### config.mk
export PLATFORM = sky130hd
export DESIGN_NAME = sliding_window_health_monitor_top
export DESIGN_NICKNAME = d
export VERILOG_FILES = /design/src/rtl/core/swhm_pkg.sv /design/src/rtl/core/swhm_ram.sv /design/src/rtl/core/swhm_ctrl.sv /design/src/rtl/core/swhm_dp.sv /design/src/rtl/core/sliding_window_health_monitor_top.sv
export SDC_FILE = /design/constraint.sdc
export NUM_CORES = 2
export LEC_CHECK = 0
export BUFFER_PORTS_ARGS = -buffer_cell sky130_fd_sc_hd__buf_2
export CORE_MARGIN = 4
export CORE_UTILIZATION = 55
export CTS_CLUSTER_DIAMETER = 100
export CTS_CLUSTER_SIZE = 24
export DETAILED_ROUTE_END_ITERATION = 10
export HOLD_SLACK_MARGIN = 0.03
export PLACE_DENSITY = 0.8
export SETUP_SLACK_MARGIN = 0.15
export SYNTH_ARGS = -nofsm -noshare
export SYNTH_HDL_FRONTEND = slang
export SYNTH_SLANG_ARGS = --single-unit
### constraint.sdc
create_clock -name i_clk -period 19.45 [get_ports i_clk]
set_input_delay 0.9725 -clock i_clk [delete_from_list [all_inputs] [get_ports i_clk]]
set_output_delay 0.9725 -clock i_clk [all_outputs]
set_load 0.01 [all_outputs]
### src/rtl/core/swhm_pkg.sv
package swhm_pkg;

    localparam int MAX_WINDOW  = 64;
    localparam int LAT_W       = 16;
    localparam int PTR_W       = $clog2(MAX_WINDOW);
    localparam int FILL_W      = $clog2(MAX_WINDOW + 1);
    localparam int SLOT_W      = PTR_W + 1;
    localparam int SUM_W       = LAT_W + PTR_W;
    localparam int DIV_W       = SUM_W;
    localparam int CNT_W       = $clog2(DIV_W);
    localparam int RING_W      = LAT_W + 1;

    localparam int WIN_W       = 7;
    localparam int PCT_W       = 7;
    localparam int LIMIT_W     = 16;
    localparam int PROD_W      = FILL_W + PCT_W;
    localparam int CTR_W       = 32;

    localparam int OUT_MEAN_W  = 16;
    localparam int OUT_FILL_W  = 7;
    localparam int OUT_LAT_W   = 16;

    localparam int CFG_W       = 16;
    localparam int CFG_IDX_W   = 2;
    localparam int IN_TDATA_W  = 24;
    localparam int OUT_TDATA_W = 144;

    localparam logic [CFG_IDX_W-1:0] REG_WINDOW  = 2'd0;
    localparam logic [CFG_IDX_W-1:0] REG_THRESH  = 2'd1;
    localparam logic [CFG_IDX_W-1:0] REG_LIMIT   = 2'd2;

    localparam logic [WIN_W-1:0]   WINDOW_RST   = 7'd20;
    localparam logic [PCT_W-1:0]   THRESH_RST   = 7'd95;
    localparam logic [LIMIT_W-1:0] LIMIT_RST    = 16'd500;

    localparam int MIN_DEPTH    = 5;
    localparam int MIN_FILL     = 3;
    localparam int PCT_FULL     = 100;

    typedef struct packed {
        logic accept;
        logic rd;
        logic drop;
        logic append;
        logic div_start;
        logic div_step;
        logic load;
    } t_cmd;

    typedef struct packed {
        logic full;
        logic over_depth;
        logic out_free;
    } t_status;

endpackage

### src/rtl/core/swhm_ram.sv
module swhm_ram #(
    parameter int WIDTH = 8,
    parameter int DEPTH = 16
) (
    input  logic                     i_clk,
    input  logic                     i_we,
    input  logic [$clog2(DEPTH)-1:0] i_waddr,
    input  logic [WIDTH-1:0]         i_wdata,
    input  logic                     i_re,
    input  logic [$clog2(DEPTH)-1:0] i_raddr,
    output logic [WIDTH-1:0]         o_rdata
);

    logic [WIDTH-1:0] r_mem [DEPTH];
    logic [WIDTH-1:0] r_rdata;

    always_ff @(posedge i_clk) begin
        if (i_we) begin
            r_mem[i_waddr] <= i_wdata;
        end
        if (i_re) begin
            r_rdata <= r_mem[i_raddr];
        end
    end

    assign o_rdata = r_rdata;

endmodule

### src/rtl/core/swhm_ctrl.sv
module swhm_ctrl (
    input  logic              i_clk,
    input  logic              i_rst_n,
    input  logic              i_in_valid,
    output logic              o_in_ready,
    input  swhm_pkg::t_status i_status,
    output swhm_pkg::t_cmd    o_cmd
);
    import swhm_pkg::*;

    typedef enum logic [2:0] {
        S_IDLE,
        S_PRE_RD,
        S_PRE_AP,
        S_WRITE,
        S_TRIM_CHK,
        S_TRIM_AP,
        S_DIV,
        S_DONE
    } t_state;

    t_state           r_state, n_state;
    logic [CNT_W-1:0] r_cnt, n_cnt;

    always_comb begin
        n_state    = r_state;
        n_cnt      = r_cnt;
        o_cmd      = '0;
        o_in_ready = 1'b0;
        unique case (r_state)
            S_IDLE: begin
                o_in_ready = i_rst_n;
                if (i_in_valid && i_rst_n) begin
                    o_cmd.accept = 1'b1;
                    n_state      = i_status.full ? S_PRE_RD : S_WRITE;
                end
            end
            S_PRE_RD: begin
                o_cmd.rd = 1'b1;
                n_state  = S_PRE_AP;
            end
            S_PRE_AP: begin
                o_cmd.drop = 1'b1;
                n_state    = S_WRITE;
            end
            S_WRITE: begin
                o_cmd.append = 1'b1;
                n_state      = S_TRIM_CHK;
            end
            S_TRIM_CHK: begin
                if (i_status.over_depth) begin
                    o_cmd.rd = 1'b1;
                    n_state  = S_TRIM_AP;
                end else begin
                    o_cmd.div_start = 1'b1;
                    n_cnt           = '0;
                    n_state         = S_DIV;
                end
            end
            S_TRIM_AP: begin
                o_cmd.drop = 1'b1;
                n_state    = S_TRIM_CHK;
            end
            S_DIV: begin
                o_cmd.div_step = 1'b1;
                n_cnt          = r_cnt + 1'b1;
                if (r_cnt == CNT_W'(DIV_W - 1)) begin
                    n_state = S_DONE;
                end
            end
            S_DONE: begin
                if (i_status.out_free) begin
                    o_cmd.load = 1'b1;
                    n_state    = S_IDLE;
                end
            end
            default: n_state = S_IDLE;
        endcase
    end

    always_ff @(posedge i_clk) begin
        if (!i_rst_n) begin
            r_state <= S_IDLE;
            r_cnt   <= '0;
        end else begin
            r_state <= n_state;
            r_cnt   <= n_cnt;
        end
    end

endmodule

### src/rtl/core/swhm_dp.sv
module swhm_dp (
    input  logic                             i_clk,
    input  logic                             i_rst_n,
    input  swhm_pkg::t_cmd                   i_cmd,
    output swhm_pkg::t_status                o_status,
    input  logic                             i_cfg_we,
    input  logic [swhm_pkg::CFG_IDX_W-1:0]   i_cfg_idx,
    input  logic [swhm_pkg::CFG_W-1:0]       i_cfg_data,
    input  logic [swhm_pkg::IN_TDATA_W-1:0]  i_in_data,
    output logic                             o_out_valid,
    input  logic                             i_out_ready,
    output logic [swhm_pkg::OUT_TDATA_W-1:0] o_out_data
);
    import swhm_pkg::*;

    logic [WIN_W-1:0]   r_window;
    logic [PCT_W-1:0]   r_thresh;
    logic [LIMIT_W-1:0] r_limit;

    logic [PTR_W-1:0]   r_head;
    logic [FILL_W-1:0]  r_fill;
    logic [FILL_W-1:0]  r_okcnt;
    logic [SUM_W-1:0]   r_sum;
    logic [CTR_W-1:0]   r_req, r_succ, r_err;
    logic               r_ok;
    logic [LAT_W-1:0]   r_lat;

    logic [DIV_W-1:0]   r_mq, r_pq;
    logic [FILL_W-1:0]  r_mr, r_pr;

    logic                  r_out_valid;
    logic                  r_o_bad;
    logic [OUT_MEAN_W-1:0] r_o_mean;
    logic [PCT_W-1:0]      r_o_pct;
    logic [OUT_FILL_W-1:0] r_o_fill;
    logic [CTR_W-1:0]      r_o_req, r_o_succ, r_o_err;
    logic [OUT_LAT_W-1:0]  r_o_lat;

    logic               w_in_ok;
    logic [LAT_W-1:0]   w_in_lat;
    logic [PTR_W-1:0]   w_head_inc;
    logic [SLOT_W-1:0]  w_slot_sum;
    logic [PTR_W-1:0]   w_slot;
    logic [RING_W-1:0]  w_rdata;
    logic               w_rd_ok;
    logic [LAT_W-1:0]   w_rd_lat;
    logic [FILL_W-1:0]  w_depth;
    logic [WIN_W-1:0]   w_quarter;
    logic [FILL_W-1:0]  w_min_fill;
    logic [FILL_W:0]    w_mtrial, w_ptrial;
    logic               w_mge, w_pge;
    logic [LAT_W-1:0]   w_mean;
    logic [PCT_W-1:0]   w_pct;
    logic [PROD_W-1:0]  w_ok100, w_thr_fill;
    logic               w_bad;
    logic               w_out_free;

    assign w_in_ok  = i_in_data[0];
    assign w_in_lat = i_in_data[LAT_W:1];

    always_ff @(posedge i_clk) begin
        if (!i_rst_n) begin
            r_window <= WINDOW_RST;
            r_thresh <= THRESH_RST;
            r_limit  <= LIMIT_RST;
        end else if (i_cfg_we) begin
            unique case (i_cfg_idx)
                REG_WINDOW: r_window <= i_cfg_data[WIN_W-1:0];
                REG_THRESH: r_thresh <= i_cfg_data[PCT_W-1:0];
                REG_LIMIT:  r_limit  <= i_cfg_data[LIMIT_W-1:0];
                default: ;
            endcase
        end
    end

    assign w_head_inc = (r_head == PTR_W'(MAX_WINDOW - 1)) ? '0 : r_head + 1'b1;
    assign w_slot_sum = SLOT_W'(r_head) + SLOT_W'(r_fill);
    assign w_slot     = (w_slot_sum >= SLOT_W'(MAX_WINDOW))
                      ? PTR_W'(w_slot_sum - SLOT_W'(MAX_WINDOW))
                      : w_slot_sum[PTR_W-1:0];

    swhm_ram #(
        .WIDTH (RING_W),
        .DEPTH (MAX_WINDOW)
    ) u_ring (
        .i_clk   (i_clk),
        .i_we    (i_cmd.append),
        .i_waddr (w_slot),
        .i_wdata ({r_ok, r_lat}),
        .i_re    (i_cmd.rd),
        .i_raddr (r_head),
        .o_rdata (w_rdata)
    );

    assign w_rd_ok  = w_rdata[LAT_W];
    assign w_rd_lat = w_rdata[LAT_W-1:0];

    always_comb begin
        if (r_window < WIN_W'(MIN_DEPTH)) begin
            w_depth = FILL_W'(MIN_DEPTH);
        end else if (FILL_W'(r_window) > FILL_W'(MAX_WINDOW)) begin
            w_depth = FILL_W'(MAX_WINDOW);
        end else begin
            w_depth = FILL_W'(r_window);
        end
    end

    assign w_quarter  = r_window >> 2;
    assign w_min_fill = (w_quarter < WIN_W'(MIN_FILL)) ? FILL_W'(MIN_FILL)
                                                       : FILL_W'(w_quarter);

    // one restoring step for each of the two quotients
    assign w_mtrial = {r_mr, r_mq[DIV_W-1]};
    assign w_ptrial = {r_pr, r_pq[DIV_W-1]};
    assign w_mge    = w_mtrial >= {1'b0, r_okcnt};
    assign w_pge    = w_ptrial >= {1'b0, r_fill};

    assign w_mean     = (r_okcnt == '0) ? '0 : r_mq[LAT_W-1:0];
    assign w_pct      = (r_fill == '0) ? PCT_W'(PCT_FULL) : r_pq[PCT_W-1:0];
    assign w_ok100    = PROD_W'(r_okcnt) * PROD_W'(PCT_FULL);
    assign w_thr_fill = PROD_W'(r_thresh) * PROD_W'(r_fill);
    assign w_bad      = (r_fill >= w_min_fill) &&
                        ((w_ok100 < w_thr_fill) || (LIMIT_W'(w_mean) > r_limit));

    assign w_out_free = !r_out_valid || i_out_ready;

    assign o_status.full       = (r_fill >= FILL_W'(MAX_WINDOW));
    assign o_status.over_depth = (r_fill > w_depth);
    assign o_status.out_free   = w_out_free;

    always_ff @(posedge i_clk) begin
        if (!i_rst_n) begin
            r_head      <= '0;
            r_fill      <= '0;
            r_okcnt     <= '0;
            r_sum       <= '0;
            r_req       <= '0;
            r_succ      <= '0;
            r_err       <= '0;
            r_out_valid <= 1'b0;
        end else begin
            if (i_cmd.accept) begin
                if (r_req != '1) begin
                    r_req <= r_req + 1'b1;
                end
                if (w_in_ok) begin
                    if (r_succ != '1) begin
                        r_succ <= r_succ + 1'b1;
                    end
                end else if (r_err != '1) begin
                    r_err <= r_err + 1'b1;
                end
            end
            if (i_cmd.drop) begin
                r_head <= w_head_inc;
                r_fill <= r_fill - 1'b1;
                if (w_rd_ok) begin
                    r_okcnt <= r_okcnt - 1'b1;
                    r_sum   <= r_sum - SUM_W'(w_rd_lat);
                end
            end
            if (i_cmd.append) begin
                r_fill <= r_fill + 1'b1;
                if (r_ok) begin
                    r_okcnt <= r_okcnt + 1'b1;
                    r_sum   <= r_sum + SUM_W'(r_lat);
                end
            end
            if (i_cmd.load) begin
                r_out_valid <= 1'b1;
            end else if (i_out_ready) begin
                r_out_valid <= 1'b0;
            end
        end
    end

    always_ff @(posedge i_clk) begin
        if (i_cmd.accept) begin
            r_ok  <= w_in_ok;
            r_lat <= w_in_lat;
        end
        if (i_cmd.div_start) begin
            r_mq <= DIV_W'(r_sum);
            r_mr <= '0;
            r_pq <= DIV_W'(w_ok100);
            r_pr <= '0;
        end else if (i_cmd.div_step) begin
            r_mq <= {r_mq[DIV_W-2:0], w_mge};
            r_mr <= w_mge ? FILL_W'(w_mtrial - {1'b0, r_okcnt}) : w_mtrial[FILL_W-1:0];
            r_pq <= {r_pq[DIV_W-2:0], w_pge};
            r_pr <= w_pge ? FILL_W'(w_ptrial - {1'b0, r_fill}) : w_ptrial[FILL_W-1:0];
        end
        if (i_cmd.load) begin
            r_o_bad  <= w_bad;
            r_o_mean <= OUT_MEAN_W'(w_mean);
            r_o_pct  <= w_pct;
            r_o_fill <= OUT_FILL_W'(r_fill);
            r_o_req  <= r_req;
            r_o_succ <= r_succ;
            r_o_err  <= r_err;
            r_o_lat  <= OUT_LAT_W'(r_lat);
        end
    end

    assign o_out_valid = r_out_valid;
    assign o_out_data  = {1'b0, r_o_lat, r_o_err, r_o_succ, r_o_req,
                          r_o_fill, r_o_pct, r_o_mean, r_o_bad};

endmodule

### src/rtl/core/sliding_window_health_monitor_top.sv
// Sliding-window health monitor.
// Input stream (s_axis_*): one attempt per transfer, tdata = {latency_ms, attempt_ok}.
// Output stream (m_axis_*): one result per input transfer, holding the window
// statistics and saturating counters after that attempt is recorded.
// Config: i_cfg_we writes i_cfg_data into register i_cfg_idx
// (0 window_size, 1 success_threshold_pct, 2 latency_limit_ms); write only while idle.
// Processing: the input transfer is accepted, the oldest sample drops first if the
// ring is full, the attempt is appended, each sample beyond the window depth then
// drops (one ring read, one update), and the 22-step serial divider (mean latency
// and success percentage in parallel) runs before m_axis_tvalid rises. Once at depth
// one sample drops per item; shrinking window_size drops up to 60 samples in one item.
// One item is processed at a time; s_axis_tready is high only between items and
// returns the cycle after the result loads.
// The result sits in an output register: when m_axis_tready is low the next
// item is still accepted and processed, and it waits only to load its result.
// Reset (synchronous, active low) empties the window, clears the counters and
// restores the registers to 20, 95 and 500. Ring contents need no clearing.
module sliding_window_health_monitor_top (
    input  logic                             i_clk,
    input  logic                             i_rst_n,
    input  logic                             s_axis_tvalid,
    output logic                             s_axis_tready,
    // [0] attempt_ok, [16:1] latency_ms, [23:17] zero
    input  logic [swhm_pkg::IN_TDATA_W-1:0]  s_axis_tdata,
    output logic                             m_axis_tvalid,
    input  logic                             m_axis_tready,
    // [0] unhealthy, [16:1] mean_latency_ms, [23:17] success_pct,
    // [30:24] window_fill, [62:31] total_requests, [94:63] total_successes,
    // [126:95] total_errors, [142:127] latest_latency_ms, [143] zero
    output logic [swhm_pkg::OUT_TDATA_W-1:0] m_axis_tdata,
    input  logic                             i_cfg_we,
    input  logic [swhm_pkg::CFG_IDX_W-1:0]   i_cfg_idx,
    input  logic [swhm_pkg::CFG_W-1:0]       i_cfg_data
);
    import swhm_pkg::*;

    t_cmd    w_cmd;
    t_status w_status;

    swhm_ctrl u_ctrl (
        .i_clk      (i_clk),
        .i_rst_n    (i_rst_n),
        .i_in_valid (s_axis_tvalid),
        .o_in_ready (s_axis_tready),
        .i_status   (w_status),
        .o_cmd      (w_cmd)
    );

    swhm_dp u_dp (
        .i_clk       (i_clk),
        .i_rst_n     (i_rst_n),
        .i_cmd       (w_cmd),
        .o_status    (w_status),
        .i_cfg_we    (i_cfg_we),
        .i_cfg_idx   (i_cfg_idx),
        .i_cfg_data  (i_cfg_data),
        .i_in_data   (s_axis_tdata),
        .o_out_valid (m_axis_tvalid),
        .i_out_ready (m_axis_tready),
        .o_out_data  (m_axis_tdata)
    );

endmodule

==> impl_metrics.env <==
export IMPL_synth_edff_count=1299
export IMPL_p_switching_mw=2.27
export IMPL_routed_via_density=6.22
export IMPL_gp_congestion=0.846
export IMPL_synth_top_cell_by_area="edfxtp_1"
export IMPL_hold_class="reg -> reg"
export IMPL_rsz0062_at_grt="false"
export IMPL_worstSetupPathType="reg -> reg"
export IMPL_critPathBufInv=3
export IMPL_clk_pin_slew_ns=0.11
export IMPL_start_util=0.555
export IMPL_grt_usage=0.238
export IMPL_critPathMaxStageDelay_ns=0.84
export IMPL_cp_start_kind="flip-flop"
export IMPL_drcViolationCount=0
export IMPL_grt_pass1_vias=34500
export IMPL_pwr_share_seq=0.490
export IMPL_regArea_mm2=0.0430
export IMPL_worstRegToRegCells=20
export IMPL_hold_depth=2
export IMPL_ant_nets=0
export IMPL_reg2reg_slack_ns=13.55
export IMPL_synth_top_area_frac=0.613
export IMPL_cts_tree="yes"
export IMPL_clock_path_buffers=3
export IMPL_yosys_cell_types_count=81
export IMPL_syn_nets=4095
export IMPL_holdWs_ns=0.460
export IMPL_cts_resized_gates=0
export IMPL_synthFlopType="edfxtp_1"
export IMPL_die_width_um=348
export IMPL_h_tree_depth=3
export IMPL_setup_viol=0
export IMPL_hpwlAfterDp_mm=87.1
export IMPL_area_growth_pct=8.03
export IMPL_firstDrtPassIters=5
export IMPL_postSynthCellCount=3849
export IMPL_rows=124
export IMPL_synth_seq_cells=1500
export IMPL_multi_input_area_mm2=0.0195
export IMPL_pwr_share_comb=0.288
export IMPL_netlist_top_cells_area="edfxtp_1 61%, mux4_2 11%, dfxtp_1 6.3%, ha_1 3.3%, mux2i_1 2.7%"
export IMPL_p_total_mw=7.61
export IMPL_synth_seq_area_share=0.676
export IMPL_wl_per_cell_um=25.9
export IMPL_synth_area_mm2=0.0636
export IMPL_yosysWarningCount=0
export IMPL_path_delay_family="adder cells"
export IMPL_postCtsSetupBuffers=0
export IMPL_timing_fmax_mhz=169
export IMPL_ioPinCount=193
export IMPL_nets=4311
export IMPL_fin_crit_ns=5.90
export IMPL_wl_mm=145
export IMPL_status="completed"
export IMPL_crit_required_ns=19.99
export IMPL_cts_hold_buf=0
export IMPL_slowest_stage="dfxtp_1"
export IMPL_slew_limit_headroom=0.248
export IMPL_switching_share=0.299
export IMPL_numCtsBuffers=72
export IMPL_crit_chain="nand2_1, fa_1, fa_1, inv_1, fa_1, inv_1, fa_1, inv_1, ha_1, nor4_1, nor2_1, a21oi_1, xor2_1, ha_1, nand3_1, nor2_1, a2111oi_0, o31a_1, o21ai_0, a21oi_1"
export IMPL_grt_first_pass_wirelength_mm=219
export IMPL_cp_arrival_ns=6.44
export IMPL_crit_fanout=14
export IMPL_cap_violations=0
export IMPL_r2r_start="u_dp.r_fill[4]$_SDFFE_PN0P_"
export IMPL_fin_skew_ns=0.0354
export IMPL_tightest_slew_ns=1.13
export IMPL_finalHoldViolCount=0
export IMPL_place_ws_ns=13.64
export IMPL_p_leak_nw=22.5
export IMPL_fin_crit_sh=0.304
export IMPL_p_per_area_mw_per_mm2=111
export IMPL_clkSinkCount=1500
export IMPL_overflow=0
export IMPL_dieArea_mm2=0.121
export IMPL_slew_violations=0
export IMPL_grt_max_degree=126
export IMPL_vdd_ir_drop_max_v=0.0000890
export IMPL_vias=34900
export IMPL_final_core_util=0.600
export IMPL_crit_top_cell="fa_1"
export IMPL_dieHeight_um=348
export IMPL_final_setup_tns_ns=0
export IMPL_coreArea_mm2=0.115
export IMPL_internal_power_mw=5.33
export IMPL_clk_latency_ns=0.68
export IMPL_synthArstFlopShare=0
export IMPL_fin_ws_ns=13.55
export IMPL_fill_cells=8109
export IMPL_worstHoldStart="u_dp.r_pq[17]$_SDFFE_PP0P_"
export IMPL_worstReg2RegEnd="u_dp.r_o_bad$_DFFE_PP_"
export IMPL_antenna_found_initial=14
export IMPL_holdPathEnd="u_dp.r_pq[18]$_SDFFE_PP0P_"
export IMPL_avgSynthCellArea_um2=16.5
export IMPL_cts_root_buf="clkbuf_16"
export IMPL_first_iter_violations=3818
export IMPL_portBuffers=184
export IMPL_crit_path_end_kind="flip-flop"
export IMPL_p_clk_frac=0.222
export IMPL_drive_gt1_frac=0.175
## flip-flops by register name (all words and copies together), names as in the netlist, 6 cells and up
register / cells
u_dp.u_ring.r_mem: 1088
u_dp.r_o_req: 32
u_dp.r_o_err: 32
u_dp.r_o_fill: 7
u_dp.r_okcnt: 7
u_dp.r_o_lat: 16
u_dp.r_o_mean: 16
u_dp.r_o_succ: 32
u_dp.r_sum: 22
u_dp.r_thresh: 7
u_dp.r_succ: 32
u_dp.r_mq: 22
u_dp.r_err: 32
u_dp.u_ring.o_rdata: 17
u_dp.r_pq: 22
u_dp.r_o_pct: 7
u_dp.r_pr: 7
u_dp.r_limit: 16
u_dp.r_req: 32
u_dp.r_mr: 7
u_dp.r_fill: 7
u_dp.r_head: 6
u_dp.r_lat: 16
u_dp.r_window: 7
## layout by cell type (no fill, tap or decap), drive strengths merged, types with 5 or more instances in the layout
cell type	n
nor4	12
nand3	84
or4	6
mux4	306
nand4b	5
nor3	39
ha	167
buf	296
diode	6
o31a	7
o31ai	5
a21o	18
a31oi	7
a21boi	38
and4	15
nand2	272
or3	23
and3	21
xnor2	76
nand4	37
a21oi	79
o21ai	88
or2	6
mux2i	174
clkbuf	97
nor2b	42
nor3b	8
a211oi	11
nand2b	31
fa	32
edfxtp	1299
and2	143
o211ai	25
dfxtp	201
inv	125
xor2	54
a22o	9
o21a	19
nor2	151
o21bai	5
## through the flow
step	cell area, um2	cells
after detailed placement	66700	5503
after CTS	68700	5604
after global placement	66700	5503
after floorplan	63600	3849
final	68700	5610
after global routing	68700	5605
## how the worst max path moves through the flow
stage	start	to	cells past startpoint
2_1_floorplan	m_axis_tready	u_dp.r_o_bad$_DFFE_PP_	2
3_3_place_gp	u_dp.r_fill[4]$_SDFFE_PN0P_	u_dp.r_o_bad$_DFFE_PP_	21
3_5_place_dp	u_dp.r_fill[4]$_SDFFE_PN0P_	u_dp.r_o_bad$_DFFE_PP_	20
4_1_cts	u_dp.r_fill[4]$_SDFFE_PN0P_	u_dp.r_o_bad$_DFFE_PP_	20
5_1_grt	u_dp.r_fill[4]$_SDFFE_PN0P_	u_dp.r_o_bad$_DFFE_PP_	21
6_report	u_dp.r_fill[4]$_SDFFE_PN0P_	u_dp.r_o_bad$_DFFE_PP_	20
## power by group through the flow
stage	Sequential [mW]	Combinational (mW)	Clock, mW
after floorplan	3.78	1.63	0
after global placement	3.79	2.11	0
after detailed placement	3.80	2.17	0
after CTS	3.73	2.20	1.72
after global routing	3.74	2.43	1.83
final	3.72	2.19	1.69
## synthesized netlist by cell type, types with 6 or more instances
master    count
edfxtp_1   1299
mux4_2      306
nand2_1     270
dfxtp_1     201
mux2i_1     174
ha_1        167
nor2_1      151
and2_1      143
inv_1       122
clkbuf_1     95
o21ai_0      86
nand3_1      84
a21oi_1      79
xnor2_1      76
xor2_1       54
buf_2        45
nor2b_1      42
nand4_1      37
nor3_1       34
fa_1         32
nand2b_1     31
a21boi_0     30
o211ai_1     25
or3_1        22
and3_1       21
o21a_1       19
a21o_1       18
and4_1       15
a211oi_1     11
nor4_1       10
a22o_1        9
buf_1         9
a21boi_1      8
nor3b_1       8
a31oi_1       7
o31a_1        7
or2_2         6
or4_1         6
## worst register-to-register path, delay by kind of cell (launching register included)
family,cells,cell delay (ns)
simple gates,5,0.83
compound gates,5,1.15
xor+xnor,1,0.18
flops,1,0.84
fa+ha+maj,6,2.61
buf+inv,3,0.16
## cell type report
| cell class | instances | share of cell area |
|---|---|---|
| flip-flops and latches | 1500 | 0.626 |
| multi-input cells | 2072 | 0.284 |
| clock buffers | 97 | 0.0288 |
| well taps | 1512 | 0.0275 |
| repair buffers | 296 | 0.0260 |
| inverters | 123 | 0.00672 |
| clock inverters | 4 | 0.000928 |
| diodes | 6 | 0.000218 |
## cell families after synthesis
family / Yosys count / synth area share
compound gates: 349 / 0.0357
xor+xnor: 130 / 0.0179
fa+ha+maj: 199 / 0.0429
buf+inv: 277 / 0.0175
flops: 1500 / 0.676
mux: 484 / 0.136
other cells: 1 / 0.0000589
simple gates: 909 / 0.0733
## per-layer routing
metal,vias to the layer above,part of all wire,wire [um],track usage
met4,2,0.036,5200,0.0772
met1,17600,0.38,55200,0.323
met2,1773,0.50,72400,0.399
li1,15200,-,-,-
met5,-,0.000083,12,0
met3,281,0.085,12400,0.0404
Power figures use the tool's default switching activity.
